[config.mk]
export PLATFORM = sky130hd
export DESIGN_NAME = dtq_cell
export DESIGN_NICKNAME = d
export VERILOG_FILES = /design/src/sv/dtq_pkg.sv /design/src/sv/dtq_cell.sv
export SDC_FILE = /design/constraint.sdc
export NUM_CORES = 1
export LEC_CHECK = 0
export BUFFER_PORTS_ARGS = -buffer_cell sky130_fd_sc_hd__buf_4
export CAP_MARGIN = 10
export CORE_ASPECT_RATIO = 1.4
export CORE_MARGIN = 8
export CORE_UTILIZATION = 35
export DETAILED_ROUTE_END_ITERATION = 10
export SYNTH_ARGS = -nofsm -noshare
export SYNTH_HDL_FRONTEND = slang
export SYNTH_SLANG_ARGS = --single-unit
[constraint.sdc]
create_clock -name i_clk -period 11.4 [get_ports i_clk]
set_input_delay 0 -clock i_clk [delete_from_list [all_inputs] [get_ports i_clk]]
set_output_delay 0 -clock i_clk [all_outputs]
set_load 0.1 [all_outputs]
[src/sv/dtq_pkg.sv]
package dtq_pkg;

    localparam int QUEUE_DEPTH = 16;           // timer slots in the chain
    localparam int MAX_RESULTS = 16;           // most releases per tick
    localparam int CNT_W       = $clog2(MAX_RESULTS);

    localparam int TIME_W   = 63;
    localparam int DELAY_W  = 31;
    localparam int HANDLE_W = 16;
    localparam int MS_TO_US = 1000;
    localparam int PROD_W   = DELAY_W + 10;    // delay_ms * 1000 < 2^41

    localparam logic [TIME_W-1:0] TIME_MAX = {TIME_W{1'b1}};

    localparam logic REQ_SCHED    = 1'b0;
    localparam logic REQ_TICK     = 1'b1;
    localparam logic KIND_EXPIRED = 1'b0;
    localparam logic KIND_REJECT  = 1'b1;

    typedef struct packed {
        logic                req_type;
        logic [DELAY_W-1:0]  delay_ms;
        logic [HANDLE_W-1:0] handle;
        logic [TIME_W-1:0]   now_time;
    } t_in_word;

    typedef struct packed {
        logic                kind;
        logic [HANDLE_W-1:0] out_handle;
        logic                last;
    } t_out_word;

    // one slot of the sorted chain
    typedef struct packed {
        logic                valid;
        logic [TIME_W-1:0]   dl;
        logic [HANDLE_W-1:0] hdl;
    } t_entry;

    // chain-wide command, one of them per cycle at most
    typedef struct packed {
        logic ins;
        logic pop;
    } t_cell_cmd;

endpackage

[src/sv/dtq_cell.sv]
module dtq_cell import dtq_pkg::*; (
    input  logic                i_clk,
    input  logic                i_rst_n,
    input  t_cell_cmd           i_cmd,
    input  logic [TIME_W-1:0]   i_new_dl,
    input  logic [HANDLE_W-1:0] i_new_handle,
    input  t_entry              i_prev,
    input  logic                i_prev_keep,
    input  t_entry              i_next,
    output t_entry              o_entry,
    output logic                o_keep
);

    logic                r_valid;
    logic [TIME_W-1:0]   r_dl;
    logic [HANDLE_W-1:0] r_hdl;

    // keep position on insert: equal deadlines stay ahead (FIFO order)
    assign o_keep  = r_valid && (r_dl <= i_new_dl);
    assign o_entry = '{valid: r_valid, dl: r_dl, hdl: r_hdl};

    always_ff @(posedge i_clk) begin
        if (!i_rst_n) begin
            r_valid <= 1'b0;
        end else if (i_cmd.ins) begin
            r_valid <= r_valid | i_prev.valid;
        end else if (i_cmd.pop) begin
            r_valid <= i_next.valid;
        end
    end

    always_ff @(posedge i_clk) begin
        if (i_cmd.ins && !o_keep) begin
            if (i_prev_keep) begin
                r_dl  <= i_new_dl;
                r_hdl <= i_new_handle;
            end else begin
                r_dl  <= i_prev.dl;
                r_hdl <= i_prev.hdl;
            end
        end else if (i_cmd.pop) begin
            r_dl  <= i_next.dl;
            r_hdl <= i_next.hdl;
        end
    end

endmodule

==> impl_metrics.tcl <==
set metrics [dict create \
    cts.clk_slew.worst_paths_ns 0.06 \
    cap_violations 0 \
    postCtsSetupBuffers 0 \
    synth_seq_area_share_pct 27.4 \
    hold_depth 4 \
    power_mw 1.61 \
    synth_warnings 0 \
    status "finished, final reports clean" \
    grt_pass1_vias 8874 \
    tns_ns 0 \
    antenna_found_initial 0 \
    htree_levels 3 \
    netlist_area_sq_um 8720 \
    drc 0 \
    dieWidth_um 149 \
    die_area_sq_um 30300 \
    num_vias 8975 \
    grt_usage_pct 19.8 \
    slew_headroom_pct 20.4 \
    synth_edf_count 79 \
    grt_first_pass_wirelength_um 47800 \
    clockBufferDepth 2 \
    synth_cells 1053 \
    critPathKind "flop to flop" \
    power_density_nw_per_um2 139 \
    crit_fanout 87 \
    async_flop_share_pct 0 \
    hold_ws_ns 0.109 \
    ioPinCount 325 \
    worstSetupStartpointType "flop" \
    crit_path_end_kind "flop" \
    final.min_clock_period_ns 4.73 \
    drt_iter0_markers 415 \
    syn_avg_cell_area_sq_um 8.28 \
    hold_path.class "input pin to flop" \
    dieHeight_um 203 \
    numPortBuffers 324 \
    worst_slew_pin_slew_ns 1.19 \
    grt_max_degree 122 \
    nNetsFinal 1608 \
    wire_per_inst_um 19.4 \
    clock_skew_ns 0.00845 \
    required_ns 11.37 \
    cts_buffers 9 \
    drive_gt1_share_pct 33.1 \
    ys.flop_type "edfxtp_1" \
    finalSetupViolCount 0 \
    critical_path_arrival_ns 4.70 \
    p_leak_nw 5.03 \
    ys_types 39 \
    coreArea_sq_um 24600 \
    firstDrtPassIters 5 \
    start_util_pct 35.4 \
    diodes 0 \
    hold_viol 0 \
    dp_hpwl_um 23200 \
    cts-root-buf "clkbuf_16" \
    clkSinkCount 80 \
    cts_tree "done" \
    area_growth_pct 32.3 \
    viasPerCell 5.54 \
    regToRegSetupSlack_ns 6.67 \
    worst_skew_pair.late_latency_ns 0.34 \
    timing.final.crit_share_pct 41.5 \
    rsz0062_at_grt "no" \
    fmax_mhz 211 \
    r2r_cells 9 \
    postLayoutCoreUtil_pct 46.9 \
    place_congestion 0.821 \
    peakVddDrop_v 0.0000752 \
    syn_nets 1360 \
    ys_ff_latch 80 \
    drtAntennaViolNets 0 \
    row_count 68 \
    slew_viol_final 0 \
    grt_overflow 0 \
    routed_wl_um 31500 \
]
==> metrics by stage <==
step / std cells / setup WS [ns] / cell area [sq um]
CTS: 1621 / 6.57 / 11500
floorplan: 1053 / 2.46 / 8720
finish: 1621 / 6.67 / 11500
global placement: 1602 / 6.73 / 11200
detailed placement: 1602 / 6.61 / 11200
global route: 1621 / 6.21 / 11500
==> power breakdown <==
group | switching, mW | internal, mW
Sequential | 0.0353 | 0.396
Clock | 0.125 | 0.145
Combinational | 0.647 | 0.260
==> sequential cells by signal (all words and copies together) (netlist names) <==
signal	flops
r_dl	63
r_hdl	16
r_valid	1
==> worst paths after layout <==
path / start / endpoint
min: i_next[0] / r_hdl[0]
max: r_dl[62] / r_dl[24]
min reg2reg: r_valid / r_dl[46]
max reg2reg: r_dl[62] / r_dl[24]
==> cell usage after synthesis (2+ instances only) <==
master       n  area share, %
a21oi_1    102            5.9
nor3_1      84            4.8
nor2_1       8           0.34
a221oi_1     3           0.30
nor2b_1     80            5.7
nand4_1     15            1.1
a21o_1       3           0.26
inv_1       66            2.8
nand2_1     95            4.1
ha_1        63            9.0
mux2_2      79             10
nand3_1     10           0.57
buf_4        2           0.17
buf_1       14           0.60
a211oi_1     2           0.17
edfxtp_1    79             27
clkbuf_1    79            3.4
o21ai_0     86            4.9
o2111ai_1   79            7.9
buf_6        3           0.39
o21ai_1      2           0.11
o21a_1       4           0.34
or3b_1      79            7.9
==> cell type report <==
class	instances	area [sq um]
multi-input combinational	809	5710
fill	2422	13100
clock inverter	7	38.8
clock buffer	9	225
tap	315	394
inverter	66	248
timing repair buffer	335	2520
sequential	80	2400
==> metal layers <==
layer | wire [um] | up-vias | global-route usage (%) | part of all wire [%]
met2 | 15900 | 266 | 34.6 | 51
met1 | 12100 | 4224 | 21.9 | 39
met3 | 2130 | 56 | 4.97 | 6.8
met5 | 0 | - | 0 | 0
li1 | - | 4429 | - | -
met4 | 1280 | 0 | 8.97 | 4.1
==> layout by cell type (no fill, tap or decap), types with 2 or more instances in the layout <==
| master | Yosys | final |
|---|---|---|
| nor2b_1 | 80 | 79 |
| nand2_1 | 95 | 95 |
| nand3_1 | 10 | 10 |
| a211oi_1 | 2 | 2 |
| clkinv_2 | 0 | 4 |
| nand4_1 | 15 | 15 |
| o2111ai_1 | 79 | 79 |
| o21a_1 | 4 | 4 |
| or3b_1 | 79 | 79 |
| a21o_1 | 3 | 3 |
| dlygate4sd3_1 | 0 | 3 |
| clkinvlp_4 | 0 | 2 |
| nor3_1 | 84 | 84 |
| buf_4 | 2 | 332 |
| o21ai_1 | 2 | 2 |
| nor2_1 | 8 | 7 |
| o21ai_0 | 86 | 85 |
| a221oi_1 | 3 | 3 |
| clkbuf_16 | 0 | 9 |
| inv_1 | 66 | 66 |
| edfxtp_1 | 79 | 79 |
| ha_1 | 63 | 63 |
| a21oi_1 | 102 | 102 |
| mux2_2 | 79 | 79 |
==> cells by family (layout without fill, tap and decap cells) <==
| kind of cell | after synthesis | count (layout) | synth area share (%) |
|---|---|---|---|
| adders and majority gates | 63 | 63 | 9.04 |
| DFF | 80 | 80 | 27.4 |
| AOI/OAI and AO/OA | 288 | 288 | 20.6 |
| and+or+nand+nor | 379 | 379 | 25.3 |
| buffers and inverters | 164 | 417 | 7.41 |
| muxes | 79 | 79 | 10.2 |
==> repair_timing <==
item / CTS / global route
hold buffers: 3 / 0
hold endpoints to repair: 1 / 0
gates resized for setup: 0 / 0
==> critical path, stage by stage (launching register included) <==
cell      delay, ns
edfxtp_1       0.40
ha_1           0.34
nand3_1        0.10
nor3_1         0.43
nand4_1        0.27
a211oi_1       0.28
or4b_4         0.77
nor2_1         0.17
o21ai_4        0.82
buf_4          0.69
No activity file was read; power rests on OpenSTA's default activity.
